[config.mk]
export PLATFORM = sky130hd
export DESIGN_NAME = two_ended_hunk_allocator
export DESIGN_NICKNAME = d
export VERILOG_FILES = /design/src/sv/teha_pkg.sv /design/src/sv/teha_alu.sv /design/src/sv/teha_ctrl.sv /design/src/sv/two_ended_hunk_allocator.sv
export SDC_FILE = /design/constraint.sdc
export NUM_CORES = 1
export LEC_CHECK = 0
export BUFFER_PORTS_ARGS = -buffer_cell sky130_fd_sc_hd__buf_2
export CAP_MARGIN = 40
export CELL_PAD_IN_SITES_DETAIL_PLACEMENT = 0
export CELL_PAD_IN_SITES_GLOBAL_PLACEMENT = 1
export CORE_MARGIN = 3
export CORE_UTILIZATION = 34
export CTS_CLUSTER_SIZE = 14
export DETAILED_ROUTE_END_ITERATION = 12
export GPL_TIMING_DRIVEN = 0
export PLACE_DENSITY_LB_ADDON = 0.1
export SLEW_MARGIN = 20
export SYNTH_ARGS = -nofsm -noshare
export SYNTH_HDL_FRONTEND = slang
export SYNTH_SLANG_ARGS = --single-unit
[constraint.sdc]
create_clock -name i_clk -period 17.2 [get_ports i_clk]
set_clock_uncertainty 0.15 [all_clocks]
set_input_delay 0.86 -clock i_clk [delete_from_list [all_inputs] [get_ports i_clk]]
set_output_delay 0.86 -clock i_clk [all_outputs]
set_load 0.05 [all_outputs]
[src/sv/teha_pkg.sv]
package teha_pkg;

    // Field and datapath widths
    localparam int OFS_W      = 32;             // width of one mark
    localparam int SUM_W      = OFS_W + 2;      // adder width, wide enough for every sum
    localparam int OUT_W      = 32;             // width of the result fields
    localparam int SIZE_W     = 31;             // request_size and hunk_size
    localparam int LG_W       = 4;              // align_log2
    localparam int KIND_W     = 3;
    localparam int STAT_W     = 2;
    localparam int STEP_W     = 3;

    localparam logic [LG_W-1:0] MAX_ALIGN_LOG2 = LG_W'(12);
    localparam logic [SIZE_W-1:0] HUNK_SIZE_RST = SIZE_W'(134217728);

    // Temporary allocations align to 16 bytes; low temporary ones carry a 16-byte header
    localparam logic [SUM_W-1:0] TMP_ROUND = SUM_W'(15);
    localparam logic [SUM_W-1:0] TMP_HDR   = SUM_W'(16);

    // Stream packing
    localparam int S_DATA_W = 40;               // size + align_log2, padded to bytes
    localparam int S_USER_W = KIND_W;
    localparam int M_DATA_W = 4 * OUT_W;
    localparam int M_USER_W = STAT_W;

    // Configuration register indexes
    localparam int CFG_IDX_W = 1;
    localparam logic [CFG_IDX_W-1:0] CFG_HUNK_SIZE    = 1'b0;
    localparam logic [CFG_IDX_W-1:0] CFG_HUNK_ENABLED = 1'b1;

    // Request kinds
    localparam logic [KIND_W-1:0] K_HIGH_PERM = 3'd0;
    localparam logic [KIND_W-1:0] K_LOW_PERM  = 3'd1;
    localparam logic [KIND_W-1:0] K_HIGH_TEMP = 3'd2;
    localparam logic [KIND_W-1:0] K_LOW_TEMP  = 3'd3;
    localparam logic [KIND_W-1:0] K_RESIZE    = 3'd4;
    localparam logic [KIND_W-1:0] K_CLEAR     = 3'd5;

    // Result status codes
    localparam logic [STAT_W-1:0] ST_OK       = 2'd0;
    localparam logic [STAT_W-1:0] ST_NOSPACE  = 2'd1;
    localparam logic [STAT_W-1:0] ST_NOREGION = 2'd2;
    localparam logic [STAT_W-1:0] ST_FALLBACK = 2'd3;

    // Adder operand A
    typedef enum logic [3:0] {
        A_HP, A_LP, A_HT, A_LT, A_ACC, A_BASE, A_CHK, A_HS, A_OFF
    } t_asel;

    // Adder operand B
    typedef enum logic [3:0] {
        B_ZERO, B_SIZE, B_AMASK, B_ROUND, B_HDR, B_LT, B_HT, B_LP, B_HP, B_ACC, B_HS
    } t_bsel;

    // Mask applied to the adder result
    typedef enum logic [1:0] {
        M_NONE, M_ALIGN, M_TMP
    } t_msel;

    // Destination of the adder result
    typedef enum logic [2:0] {
        D_NONE, D_ACC, D_BASE, D_CHK, D_UTMP, D_OFF, D_HDR, D_SHORT
    } t_dst;

    // Mark update at the end of a request
    typedef enum logic [2:0] {
        C_NONE, C_HP, C_LP, C_HT, C_LT, C_CLR
    } t_commit;

    // One micro-operation of the shared adder
    typedef struct packed {
        t_asel asel;
        t_bsel bsel;
        logic  sub;
        t_msel msel;
        t_dst  dst;
    } t_uop;

    // Sequencer strobes toward the datapath
    typedef struct packed {
        logic              go;
        logic              finish;
        logic [STAT_W-1:0] status;
        t_commit           commit;
    } t_strobe;

    // Sequencer state
    typedef enum logic [1:0] {
        S_IDLE = 2'b01,
        S_BUSY = 2'b10
    } t_state;

endpackage

[src/sv/teha_alu.sv]
module teha_alu (
    input  logic [teha_pkg::SUM_W-1:0] i_a,
    input  logic [teha_pkg::SUM_W-1:0] i_b,
    input  logic                       i_sub,
    input  teha_pkg::t_msel            i_msel,
    input  logic [teha_pkg::SUM_W-1:0] i_amask,
    output logic [teha_pkg::SUM_W-1:0] o_y
);
    import teha_pkg::*;

    logic [SUM_W-1:0] w_b;
    logic [SUM_W-1:0] w_sum;

    // Add, or subtract through the inverted operand and a carry in
    assign w_b   = i_sub ? ~i_b : i_b;
    assign w_sum = i_a + w_b + SUM_W'(i_sub);

    // Round down to the selected alignment
    always_comb begin
        unique case (i_msel)
            M_ALIGN: o_y = w_sum & ~i_amask;
            M_TMP:   o_y = w_sum & ~TMP_ROUND;
            default: o_y = w_sum;
        endcase
    end

endmodule

[src/sv/teha_ctrl.sv]
module teha_ctrl (
    input  logic                        i_clk,
    input  logic                        i_rst_n,
    input  logic                        i_start,
    input  logic [teha_pkg::KIND_W-1:0] i_kind,
    input  logic                        i_en,
    input  logic                        i_over,
    input  logic                        i_out_free,
    output logic                        o_ready,
    output teha_pkg::t_uop              o_uop,
    output teha_pkg::t_strobe           o_strobe
);
    import teha_pkg::*;

    t_state              r_state, n_state;
    logic [STEP_W-1:0]   r_step, n_step;
    logic [KIND_W-1:0]   r_kind;

    t_uop                w_uop;
    logic                w_fin;
    logic                w_test;
    logic [STAT_W-1:0]   w_stat;
    t_commit             w_commit;
    logic                w_go;

    // Decode the micro-operation for the current kind and step
    always_comb begin
        w_uop    = '{asel: A_ACC, bsel: B_ZERO, sub: 1'b0, msel: M_NONE, dst: D_NONE};
        w_fin    = 1'b0;
        w_test   = 1'b0;
        w_stat   = ST_OK;
        w_commit = C_NONE;
        unique case (r_kind)
            K_HIGH_PERM: begin
                if (!i_en) begin
                    w_fin  = 1'b1;
                    w_stat = ST_NOREGION;
                end else begin
                    unique case (r_step)
                        3'd0: w_uop = '{A_HP, B_SIZE, 1'b0, M_NONE, D_ACC};
                        3'd1: w_uop = '{A_ACC, B_AMASK, 1'b0, M_ALIGN, D_ACC};
                        3'd2: w_uop = '{A_ACC, B_LT, 1'b0, M_NONE, D_CHK};
                        3'd3: begin
                            w_uop  = '{A_ACC, B_LP, 1'b0, M_NONE, D_UTMP};
                            w_test = 1'b1;
                        end
                        default: begin
                            w_uop    = '{A_HS, B_ACC, 1'b1, M_NONE, D_OFF};
                            w_fin    = 1'b1;
                            w_commit = C_HP;
                        end
                    endcase
                end
            end
            K_LOW_PERM: begin
                unique case (r_step)
                    3'd0: w_uop = '{A_LP, B_AMASK, 1'b0, M_ALIGN, D_BASE};
                    3'd1: w_uop = '{A_BASE, B_SIZE, 1'b0, M_NONE, D_ACC};
                    3'd2: w_uop = '{A_ACC, B_HT, 1'b0, M_NONE, D_CHK};
                    3'd3: begin
                        w_uop  = '{A_ACC, B_HP, 1'b0, M_NONE, D_UTMP};
                        w_test = 1'b1;
                    end
                    default: begin
                        w_uop    = '{A_BASE, B_ZERO, 1'b0, M_NONE, D_OFF};
                        w_fin    = 1'b1;
                        w_commit = C_LP;
                    end
                endcase
            end
            K_HIGH_TEMP: begin
                unique case (r_step)
                    3'd0: w_uop = '{A_HT, B_SIZE, 1'b0, M_NONE, D_ACC};
                    3'd1: w_uop = '{A_ACC, B_ROUND, 1'b0, M_TMP, D_ACC};
                    3'd2: w_uop = '{A_ACC, B_LT, 1'b0, M_NONE, D_CHK};
                    default: begin
                        w_uop    = '{A_HS, B_ACC, 1'b1, M_NONE, D_OFF};
                        w_test   = 1'b1;
                        w_fin    = 1'b1;
                        w_commit = C_HT;
                    end
                endcase
            end
            K_LOW_TEMP: begin
                if (!i_en) begin
                    w_fin  = 1'b1;
                    w_stat = ST_FALLBACK;
                end else begin
                    unique case (r_step)
                        3'd0: w_uop = '{A_LT, B_ROUND, 1'b0, M_TMP, D_BASE};
                        3'd1: w_uop = '{A_BASE, B_HDR, 1'b0, M_NONE, D_OFF};
                        3'd2: w_uop = '{A_OFF, B_SIZE, 1'b0, M_NONE, D_ACC};
                        3'd3: w_uop = '{A_ACC, B_HT, 1'b0, M_NONE, D_CHK};
                        default: begin
                            w_fin = 1'b1;
                            // Out of space reports how many bytes are missing
                            if (i_over) begin
                                w_uop  = '{A_CHK, B_HS, 1'b1, M_NONE, D_SHORT};
                                w_stat = ST_NOSPACE;
                            end else begin
                                w_uop    = '{A_ACC, B_LT, 1'b1, M_NONE, D_HDR};
                                w_commit = C_LT;
                            end
                        end
                    endcase
                end
            end
            K_RESIZE: begin
                unique case (r_step)
                    3'd0: w_uop = '{A_LP, B_SIZE, 1'b0, M_NONE, D_ACC};
                    3'd1: w_uop = '{A_ACC, B_HT, 1'b0, M_NONE, D_CHK};
                    default: begin
                        w_uop    = '{A_LP, B_ZERO, 1'b0, M_NONE, D_OFF};
                        w_test   = 1'b1;
                        w_fin    = 1'b1;
                        w_commit = C_LT;
                    end
                endcase
            end
            K_CLEAR: begin
                w_fin = 1'b1;
                if (i_en) begin
                    w_commit = C_CLR;
                end else begin
                    w_stat = ST_NOREGION;
                end
            end
            default: begin
                w_fin = 1'b1;
            end
        endcase

        // A failed space check ends the request and keeps every mark
        if (w_test && i_over) begin
            w_fin    = 1'b1;
            w_stat   = ST_NOSPACE;
            w_commit = C_NONE;
        end
    end

    // Hold the final step until the result register can take it
    assign w_go = (r_state == S_BUSY) && (!w_fin || i_out_free);

    always_comb begin
        n_state = r_state;
        n_step  = r_step;
        unique case (r_state)
            S_IDLE: begin
                if (i_start) begin
                    n_state = S_BUSY;
                    n_step  = '0;
                end
            end
            S_BUSY: begin
                if (w_go) begin
                    if (w_fin) begin
                        n_state = S_IDLE;
                    end else begin
                        n_step = r_step + STEP_W'(1);
                    end
                end
            end
            default: n_state = S_IDLE;
        endcase
    end

    always_ff @(posedge i_clk) begin
        if (!i_rst_n) begin
            r_state <= S_IDLE;
            r_step  <= '0;
        end else begin
            r_state <= n_state;
            r_step  <= n_step;
        end
    end

    // Latch the request kind on transfer
    always_ff @(posedge i_clk) begin
        if (i_start) begin
            r_kind <= i_kind;
        end
    end

    assign o_ready  = (r_state == S_IDLE);
    assign o_uop    = w_uop;
    assign o_strobe = '{go: w_go, finish: w_fin, status: w_stat, commit: w_commit};

endmodule

[src/sv/two_ended_hunk_allocator.sv]
// Channel   Dir  tdata (low bit up)                           tuser
// s_axis    in   request_size[30:0], align_log2[34:31], pad   kind[2:0]
// m_axis    out  block_offset, header_length, usage_total,    status[1:0]
//                shortfall (32 bits each)
// cfg       in   i_cfg_we / i_cfg_idx / i_cfg_data, write only
//
// A request is transferred and then carried out as a sequence of steps of the
// shared adder. A permanent kind that fails its space check ends early; clear,
// unknown kinds and a high permanent or low temporary request while disabled end
// in their first step. Synchronous active-low reset clears all marks and usage.
// s_axis_tready stays low during a request; its last step waits while the
// result register is full and not being taken.
module two_ended_hunk_allocator (
    input  logic                            i_clk,
    input  logic                            i_rst_n,
    // Request stream
    input  logic                            s_axis_tvalid,
    output logic                            s_axis_tready,
    input  logic [teha_pkg::S_DATA_W-1:0]   s_axis_tdata,  // request_size, align_log2
    input  logic [teha_pkg::S_USER_W-1:0]   s_axis_tuser,  // kind
    // Result stream
    output logic                            m_axis_tvalid,
    input  logic                            m_axis_tready,
    output logic [teha_pkg::M_DATA_W-1:0]   m_axis_tdata,  // offset, header, usage, shortfall
    output logic [teha_pkg::M_USER_W-1:0]   m_axis_tuser,  // status
    // Configuration writes
    input  logic                            i_cfg_we,
    input  logic [teha_pkg::CFG_IDX_W-1:0]  i_cfg_idx,
    input  logic [teha_pkg::SIZE_W-1:0]     i_cfg_data
);
    import teha_pkg::*;

    // Configuration
    logic [SIZE_W-1:0] r_hs;
    logic              r_en;

    // Marks and usage
    logic [OFS_W-1:0]  r_lp, r_lt, r_hp, r_ht;
    logic [OUT_W-1:0]  r_use, n_use;

    // Request and working registers
    logic [SIZE_W-1:0] r_size;
    logic [LG_W-1:0]   r_lg;
    logic [SUM_W-1:0]  r_acc, r_base, r_chk, r_utmp;
    logic [OUT_W-1:0]  r_off, r_hdr, r_short;
    logic [OUT_W-1:0]  n_off, n_hdr, n_short;

    // Result register
    logic              r_ovalid;
    logic [STAT_W-1:0] r_ostat;
    logic [OUT_W-1:0]  r_ooff, r_ohdr, r_ouse, r_oshort;

    logic              w_start;
    logic              w_ready;
    logic              w_over;
    logic              w_out_free;
    t_uop              w_uop;
    t_strobe           w_stb;
    logic [LG_W-1:0]   w_lg_sat;
    logic [SUM_W-1:0]  w_amask;
    logic [SUM_W-1:0]  w_a, w_b, w_y;

    assign s_axis_tready = w_ready;
    assign w_start       = s_axis_tvalid && w_ready;
    assign w_out_free    = !r_ovalid || m_axis_tready;
    assign w_over        = r_chk > SUM_W'(r_hs);

    teha_ctrl u_ctrl (
        .i_clk      (i_clk),
        .i_rst_n    (i_rst_n),
        .i_start    (w_start),
        .i_kind     (s_axis_tuser),
        .i_en       (r_en),
        .i_over     (w_over),
        .i_out_free (w_out_free),
        .o_ready    (w_ready),
        .o_uop      (w_uop),
        .o_strobe   (w_stb)
    );

    // Alignment mask, large alignments saturate
    assign w_lg_sat = (r_lg > MAX_ALIGN_LOG2) ? MAX_ALIGN_LOG2 : r_lg;
    assign w_amask  = (SUM_W'(1) << w_lg_sat) - SUM_W'(1);

    // Operand selection for the shared adder
    always_comb begin
        unique case (w_uop.asel)
            A_HP:    w_a = SUM_W'(r_hp);
            A_LP:    w_a = SUM_W'(r_lp);
            A_HT:    w_a = SUM_W'(r_ht);
            A_LT:    w_a = SUM_W'(r_lt);
            A_ACC:   w_a = r_acc;
            A_BASE:  w_a = r_base;
            A_CHK:   w_a = r_chk;
            A_HS:    w_a = SUM_W'(r_hs);
            A_OFF:   w_a = SUM_W'(r_off);
            default: w_a = '0;
        endcase
        unique case (w_uop.bsel)
            B_SIZE:  w_b = SUM_W'(r_size);
            B_AMASK: w_b = w_amask;
            B_ROUND: w_b = TMP_ROUND;
            B_HDR:   w_b = TMP_HDR;
            B_LT:    w_b = SUM_W'(r_lt);
            B_HT:    w_b = SUM_W'(r_ht);
            B_LP:    w_b = SUM_W'(r_lp);
            B_HP:    w_b = SUM_W'(r_hp);
            B_ACC:   w_b = r_acc;
            B_HS:    w_b = SUM_W'(r_hs);
            default: w_b = '0;
        endcase
    end

    teha_alu u_alu (
        .i_a     (w_a),
        .i_b     (w_b),
        .i_sub   (w_uop.sub),
        .i_msel  (w_uop.msel),
        .i_amask (w_amask),
        .o_y     (w_y)
    );

    // Result fields as they stand after this step
    assign n_off   = (w_stb.go && w_uop.dst == D_OFF)   ? w_y[OUT_W-1:0] : r_off;
    assign n_hdr   = (w_stb.go && w_uop.dst == D_HDR)   ? w_y[OUT_W-1:0] : r_hdr;
    assign n_short = (w_stb.go && w_uop.dst == D_SHORT) ? w_y[OUT_W-1:0] : r_short;

    always_comb begin
        n_use = r_use;
        if (w_stb.go) begin
            unique case (w_stb.commit)
                C_HP, C_LP: n_use = r_utmp[OUT_W-1:0];
                C_CLR:      n_use = '0;
                default:    n_use = r_use;
            endcase
        end
    end

    // Configuration writes
    always_ff @(posedge i_clk) begin
        if (!i_rst_n) begin
            r_hs <= HUNK_SIZE_RST;
            r_en <= 1'b0;
        end else if (i_cfg_we) begin
            unique case (i_cfg_idx)
                CFG_HUNK_SIZE:    r_hs <= i_cfg_data;
                CFG_HUNK_ENABLED: r_en <= i_cfg_data[0];
                default:          r_en <= r_en;
            endcase
        end
    end

    // Update marks at the end of a successful request
    always_ff @(posedge i_clk) begin
        if (!i_rst_n) begin
            r_lp  <= '0;
            r_lt  <= '0;
            r_hp  <= '0;
            r_ht  <= '0;
            r_use <= '0;
        end else if (w_stb.go) begin
            r_use <= n_use;
            unique case (w_stb.commit)
                C_HP: begin
                    r_hp <= r_acc[OFS_W-1:0];
                    r_ht <= r_acc[OFS_W-1:0];
                end
                C_LP: begin
                    r_lp <= r_acc[OFS_W-1:0];
                    r_lt <= r_acc[OFS_W-1:0];
                end
                C_HT: r_ht <= r_acc[OFS_W-1:0];
                C_LT: r_lt <= r_acc[OFS_W-1:0];
                C_CLR: begin
                    r_lp <= '0;
                    r_lt <= '0;
                    r_hp <= '0;
                    r_ht <= '0;
                end
                default: begin
                end
            endcase
        end
    end

    // Latch the request and clear the result fields on transfer
    always_ff @(posedge i_clk) begin
        if (w_start) begin
            r_size  <= s_axis_tdata[SIZE_W-1:0];
            r_lg    <= s_axis_tdata[SIZE_W+LG_W-1:SIZE_W];
            r_off   <= '0;
            r_hdr   <= '0;
            r_short <= '0;
        end else begin
            r_off   <= n_off;
            r_hdr   <= n_hdr;
            r_short <= n_short;
        end
    end

    // Write the adder result to its working register
    always_ff @(posedge i_clk) begin
        if (w_stb.go) begin
            unique case (w_uop.dst)
                D_ACC:   r_acc  <= w_y;
                D_BASE:  r_base <= w_y;
                D_CHK:   r_chk  <= w_y;
                D_UTMP:  r_utmp <= w_y;
                default: r_acc  <= r_acc;
            endcase
        end
    end

    // Result register: load on the final step, drop on transfer
    always_ff @(posedge i_clk) begin
        if (!i_rst_n) begin
            r_ovalid <= 1'b0;
        end else if (w_stb.go && w_stb.finish) begin
            r_ovalid <= 1'b1;
        end else if (m_axis_tready) begin
            r_ovalid <= 1'b0;
        end
    end

    always_ff @(posedge i_clk) begin
        if (w_stb.go && w_stb.finish) begin
            r_ostat  <= w_stb.status;
            r_ooff   <= (w_stb.status == ST_OK) ? n_off : '0;
            r_ohdr   <= n_hdr;
            r_ouse   <= n_use;
            r_oshort <= n_short;
        end
    end

    assign m_axis_tvalid = r_ovalid;
    assign m_axis_tuser  = r_ostat;
    assign m_axis_tdata  = {r_oshort, r_ouse, r_ohdr, r_ooff};

endmodule
==> results by group, run 1 <==
Detailed routing
  • Via count: 24454
  • Antenna Nets Post-Route: 0
  • DR vias/cell: 5.438
  • DRC Markers: 0
  • WL/cell: approximately 27 um
  • TritonRoute pass-1 iters: 10
  • DR iter-0 viols: between 2000 and 2500
  • DRT Wirelength: 120.7 mm

Worst setup path
  • Kind of critical path: flop to flop
  • Buf/Inv on CP: 2
  • CP Launch Type: flop
  • RR Startpoint: r_hs[19]$_SDFFE_PN0P_
  • Critical path's top delay family: compound AO/OA/AOI/OAI gates
  • R2r setup slk: around 7.1 ns
  • Worst Setup SP: r_hs[19]$_SDFFE_PN0P_
  • Slowest-stage cell, CP: a221oi_1
  • Worst Path Max Fanout: 10
  • Largest stage delay on the critical path: approximately 0.9 ns
  • Critical Path Sink Type: flop
  • Worst path required time: between 15 and 20 ns
  • Worst EP arrival: approximately 10 ns

GRT
  • Largest net degree at the start of global routing: 26
  • First-pass GRT wire length: 172.4 mm
  • Initial antenna violation count: 3
  • GR Util All Layers: a little over a quarter
  • Vias in the first global route: 24170
  • Grt ovf: 0

Synth
  • Synthesized area per cell: ~10 um2
  • Seq cells post-synth: between 500 and 600
  • Post-synthesis instance area: 28900 um2
  • Async S/R FF share, synth: 0%
  • Post-synthesis cell count: just under 3000
  • Ys flop type: edfxtp_1
  • Yosys warns: 0
  • Number of synthesized flops with an enable pin: about 300
  • Syn Nets: 3113
  • Post-synthesis sequential area ratio: about half
  • Synth unique cells: 90

Status
  • Status: complete, no violations

Placement
  • Placed inst area: roughly 32000 um2
  • I/O Buffers: approximately 210
  • Detailed Place HPWL: roughly 95 mm
  • Placer Congestion: ~0.92

Final layout
  • Layout net count: between 3000 and 4000
  • Register area: about 15000 um2
  • Most frequent cells in the layout: 447 x nand2_1, 302 x edfxtp_1, 294 x dfxtp_1
  • Area grow syn2layout: 19.33%
  • Area of the multi-input gates: roughly 13000 um2
  • Leading registers by flop count: r_acc (34), r_base (34), r_chk (34)
  • Layout cells sized above 1: roughly 14%
  • Commonest non-fill, non-tap cell in the layout: nand2_1
  • Filler cells: 8257
  • Design Area, Final: ~34000 um2

Timing
  • Setup tns final: 0 ns
  • Fin. Hold Viols: 0
  • Setup violations, final: 0
  • FMAX: a little under 100 MHz
  • Tmin final: roughly 10 ns
  • Relative slew margins: roughly 34%
  • Worst slew pin tran: between 0.9 and 1 ns
  • RSZ-0062 raised after global routing: false
  • Hold slack final: roughly 0.23 ns
  • Fin. max-slew vios: 0
  • Tcrit/Tclk final: between 50% and 60%

Power
  • Peak supply drop: between 0.07 and 0.08 mV
  • Power density cells: 102.0 nW/um2
  • Int Pwr: roughly 2500 uW
  • Pleak: 0.01341 uW
  • Switching share of power: between 20% and 30%
  • Gate power share: between 10% and 20%
  • Clock power share: between 40 and 50%
  • Flop pwr share: a little over two fifths
  • Net Sw Power: 973.4 uW

Die
  • FP Rows: around 110
  • Core Area: ~84000 um2
  • Die Width: between 200 and 300 um
  • Die area: approximately 89000 um2
  • Starting density of the core: 34.42%
  • Die Y: 297.6 um
  • # IOs: roughly 210

Clock tree
  • TritonCTS buffer count: 71
  • H-tree level count: 3
  • Clk root buf: clkbuf_16
  • Setup Fix Bufs, Post-CTS: 0
  • Clock sink count: between 500 and 600
  • Clock slew seen by the registers of the worst setup and hold paths: roughly 0.06 ns
  • Worst skew pair latency: 0.66 ns
  • Clock buffer depth: 3
  • CTS tree: yes
  • Cts hold-fix bufs: 0
  • Post_cts resized: 0

Job
  • Maxcap violations: 0

Min path
  • Worst hold path class: input pin to flop
  • Hold_sp: s_axis_tdata[17]
-- worst reg2reg max path, delay by kind of cell, from the launching register on --
kind            cells  cell delay, ns
simple gates        5            1.77
xor+xnor            2            0.47
compound gates     16            5.30
buf+inv             2            0.74
fa+ha+maj           2            0.83
flops               1            0.50
mux                 1            0.20
-- cells by family after synthesis --
kind of cell	after synthesis	synth area share, %
multiplexers	145	5.165
flip-flops	596	51.74
XOR/XNOR	56	1.697
buffers and inverters	262	3.438
other	2	0.02599
AO/OA/AOI/OAI	773	17.51
AND/OR/NAND/NOR	1053	17.23
adder cells (fa/ha/maj)	73	3.186
-- metrics by stage --
step	std cells	worst slack [ns]	total power (uW)	utilization [%]
after detailed placement	4359	7.304	1992	38.12
after CTS	4491	7.336	3549	41.02
after global placement	4299	-1.882	1978	37.34
after global routing	4495	6.977	3635	41.07
final	4497	7.138	3517	41.08
after floorplan	2960	4.856	1797	-
-- synth_stat cells (67+ instances only) --
cell      instances  area, um2
mux2i_1         114       1141
ha_1             72      900.9
and2_1          144      900.9
a22oi_1          71      533.0
nand3_1          70      350.3
o21ai_0         176      880.8
a21oi_1         205       1026
a21boi_0         67      503.0
dfxtp_1         294       5886
nand2_1         447       1678
nor2_1          177      664.4
clkbuf_1        177      664.4
edfxtp_1        302       9069
-- power groups by stage --
stage                     clock, uW  combinational [uW]  sequential, uW
after global routing           1640                 458            1540
after detailed placement          0                 423            1570
after global placement            0                 404            1570
final                          1550                 428            1540
after CTS                      1590                 425            1540
after floorplan                   0                 231            1570
-- layout make-up --
| cell class | count | area share [%] |
|---|---|---|
| Inverter | 63 | 0.6857 |
| Timing Repair Buffer | 269 | 4.782 |
| Tap cell | 1134 | 4.114 |
| Sequential cell | 596 | 43.36 |
| Clock inverter | 29 | 1.056 |
| Clock buffer | 103 | 6.001 |
| Buffer | 199 | 2.202 |
| Multi-Input combinational cell | 2102 | 37.78 |
| Antenna cell | 2 | 0.01451 |
-- path summary, 6_finish.rpt --
kind | cells after the start | endpoint
min | 1 | r_size[17]$_DFFE_PP_
max | 28 | r_ooff[28]$_SDFFCE_PP0P_
max reg2reg | 28 | r_ooff[28]$_SDFFCE_PP0P_
min reg2reg | 2 | r_short[29]$_SDFF_PP0_
-- routing by layer --
layer | global-route usage, % | up-vias | routed length [um] | share of wire [%]
li1 | - | 11321 | - | -
met2 | 42.39 | 887 | 54510 | 45
met4 | 9.024 | 2 | 4029 | 3.3
met5 | 0 | - | 10 | 0.0083
met3 | 4.547 | 179 | 7726 | 6.4
met1 | 36.38 | 12065 | 54450 | 45
Note: power is estimated with default switching activity, not from simulation.
==> inputs of run 2 (changes only) <==
==> constraint.sdc (replaced) <==
create_clock -name i_clk -period 9.4 [get_ports i_clk]
set_clock_uncertainty 0.15 [all_clocks]
set_input_delay 0.47 -clock i_clk [delete_from_list [all_inputs] [get_ports i_clk]]
set_output_delay 0.47 -clock i_clk [all_outputs]
set_load 0.05 [all_outputs]
==> run 2 against run 1 <==
- non-clock buffer count is 58 higher
- largest power group unchanged
- flip-flop and latch count unchanged
- critical path type unchanged
- register-to-register slack worse by 6.7 ns
- routed wire length up 0.98%
- clock power grew 88%
- die area unchanged
==> results by group, run 2 (synthesized netlist as in run 1, its figures left out) <==
Worst setup path
  • Critical Path Sink Type: flop
  • Slowest-stage cell, CP: dfxtp_1
  • Worst Path Max Fanout: 10 (unchanged)
  • CP Launch Type: flop
  • Worst path required time: 9.79 ns (-7.75 ns)
  • Kind of critical path: flop to flop
  • Most used cell, CP: a21o_1
  • Worst EP arrival: 9.36 ns (-1.04 ns)
  • R2r setup slk: 0.43 ns (-6.71 ns)
  • Largest stage delay on the critical path: 0.56 ns (-0.34 ns)

Final layout
  • Layout net count: 3515 (+1.7%)
  • Area grow syn2layout: 21.83%
  • Most frequent cells in the layout: 447 x nand2_1, 302 x edfxtp_1, 294 x dfxtp_1
  • Commonest non-fill, non-tap cell in the layout: nand2_1
  • Post-Layout Cell Count: 4556 (+1.3%)
  • Leading registers by flop count: r_acc (34), r_base (34), r_chk (34)
  • Layout cells sized above 1: 13.77% (-0.34 points)
  • Register area: 14950 um2 (unchanged)
  • Design Area, Final: 35210 um2 (+2.1%)
  • Area of the multi-input gates: 13060 um2 (+0.23%)
  • Filler cells: 8285 (+0.34%)

Timing
  • Fin. max-slew vios: 0 (unchanged)
  • Worst slew pin tran: 0.8952 ns (-0.09950 ns)
  • Hold slack final: 0.02710 ns (-0.1980 ns)
  • FMAX: 111.5 MHz (+12%)
  • Tcrit/Tclk final: 95.41% (+37 points)
  • Setup violations, final: 0 (unchanged)
  • Tmin final: 8.969 ns (-1.093 ns)
  • RSZ-0062 raised after global routing: false
  • Setup tns final: 0 ns (unchanged)
  • Relative slew margins: 40.10% (+6.4 points)
  • Fin. Hold Viols: 0 (unchanged)

GRT
  • GR Util All Layers: 26.80% (+0.26 points)
  • Largest net degree at the start of global routing: 26 (unchanged)
  • Grt ovf: 0 (unchanged)
  • Initial antenna violation count: 0 (-3)
  • Vias in the first global route: 24623 (+1.9%)
  • First-pass GRT wire length: 174.4 mm (+1.2%)

Die
  • Starting density of the core: 34.42% (unchanged)
  • FP Rows: 106 (unchanged)
  • # IOs: 212 (unchanged)
  • Die Width: 297.6 um (unchanged)
  • Die area: 88540 um2 (unchanged)
  • Core Area: 83950 um2 (unchanged)
  • Die Y: 297.6 um (unchanged)

Power
  • Power density cells: 185.3 nW/um2 (+82%)
  • Peak supply drop: 0.1440 mV (+82%)
  • Pleak: 0.01370 uW (+2.2%)

Placement
  • Post-Place Cells: 4350 (-0.21%)
  • Placer Congestion: 0.9221 (+0.30%)
  • I/O Buffers: 205 (unchanged)
  • Placed inst area: 31980 um2 (about the same)
  • Detailed Place HPWL: 95.43 mm (about the same)

Clock tree
  • Clock sink count: 596 (unchanged)
  • Clock slew seen by the registers of the worst setup and hold paths: 0.06 ns (about the same)
  • Clk root buf: clkbuf_16
  • TritonCTS buffer count: 73 (+2.8%)
  • CTS tree: yes
  • Clock buffer depth: 3 (unchanged)
  • Worst skew pair latency: 0.65 ns (about the same)
  • H-tree level count: 3 (unchanged)
  • Setup Fix Bufs, Post-CTS: 0 (unchanged)

Detailed routing
  • DRC Markers: 0 (unchanged)
  • DR iter-0 viols: 2400 (+5.8%)
  • WL/cell: 26.76 um (-0.33%)
  • Antenna Nets Post-Route: 0 (unchanged)
  • Via count: 24812 (+1.5%)
  • DRT Wirelength: 121.9 mm (+0.98%)
  • TritonRoute pass-1 iters: 6 (-4)
  • DR vias/cell: 5.446 (+0.15%)

Status
  • Status: complete, no violations

Min path
  • Worst hold path class: input pin to flop

Job
  • Maxcap violations: 0 (unchanged)
## run 2: timing repair
item,CTS,global route
gates resized for setup,3,16
endpoints found under the hold margin,67,0
hold buffers,69,0
setup endpoints to repair,19,35
## run 2: layout make-up
class                           instances  area share, %
Sequential cell                       596          42.47
Clock buffer                           99          5.697
Tap cell                             1134          4.030
Buffer                                199          2.182
Clock inverter                         35          1.361
Timing Repair Buffer                  327          6.489
Inverter                               63         0.6716
Antenna cell                            1       0.007107
Multi-Input combinational cell       2102          37.09
## run 2: routing by layer
metal	part of all wire (%)	wire length [um]	vias up	track usage, %
li1	-	-	11455	-
met3	7.2	8723	186	5.131
met5	0	0	-	0
met4	3.1	3724	0	7.600
met1	44	53850	12116	36.51
met2	46	55610	1055	43.37
## run 2: report_power, final
part	leakage, uW	internal, uW	total [uW]	switching, uW
sequential	0.00535	2790	2820	26.2
combinational	0.00715	236	799	562
clock	0.00120	1690	2910	1220
total	0.0137	4720	6520	1810
## run 2: critical path, delay by kind of cell (launching register included)
family                   cells  cell delay, ns
multiplexers                 1            0.36
AO/OA/AOI/OAI               12            2.95
AND/OR/NAND/NOR              9            2.88
buffers and inverters        2            0.52
adder cells (fa/ha/maj)      2            0.81
flip-flops                   1            0.56
XOR/XNOR                     2            0.61
## run 2: path summary, 6_finish.rpt
check,start,to,depth (start not counted)
hold reg to reg,r_short[29]$_SDFF_PP0_,r_short[29]$_SDFF_PP0_,2
setup reg to reg,r_hs[17]$_SDFFE_PN0P_,r_short[28]$_SDFF_PP0_,28
hold / removal,i_cfg_data[21],r_hs[21]$_SDFFE_PN0P_,3
setup / recovery,r_hs[17]$_SDFFE_PN0P_,r_short[28]$_SDFF_PP0_,28
## run 2: metrics by stage
step                power (uW)  util (%)  worst slack [ns]
floorplan                 3287         -             1.616
global placement          3613     37.34            -2.292
detailed placement        3635     38.09           -0.2059
CTS                       6576     41.88           0.02753
global route              6745     41.94           0.01815
finish                    6525     41.94            0.4311
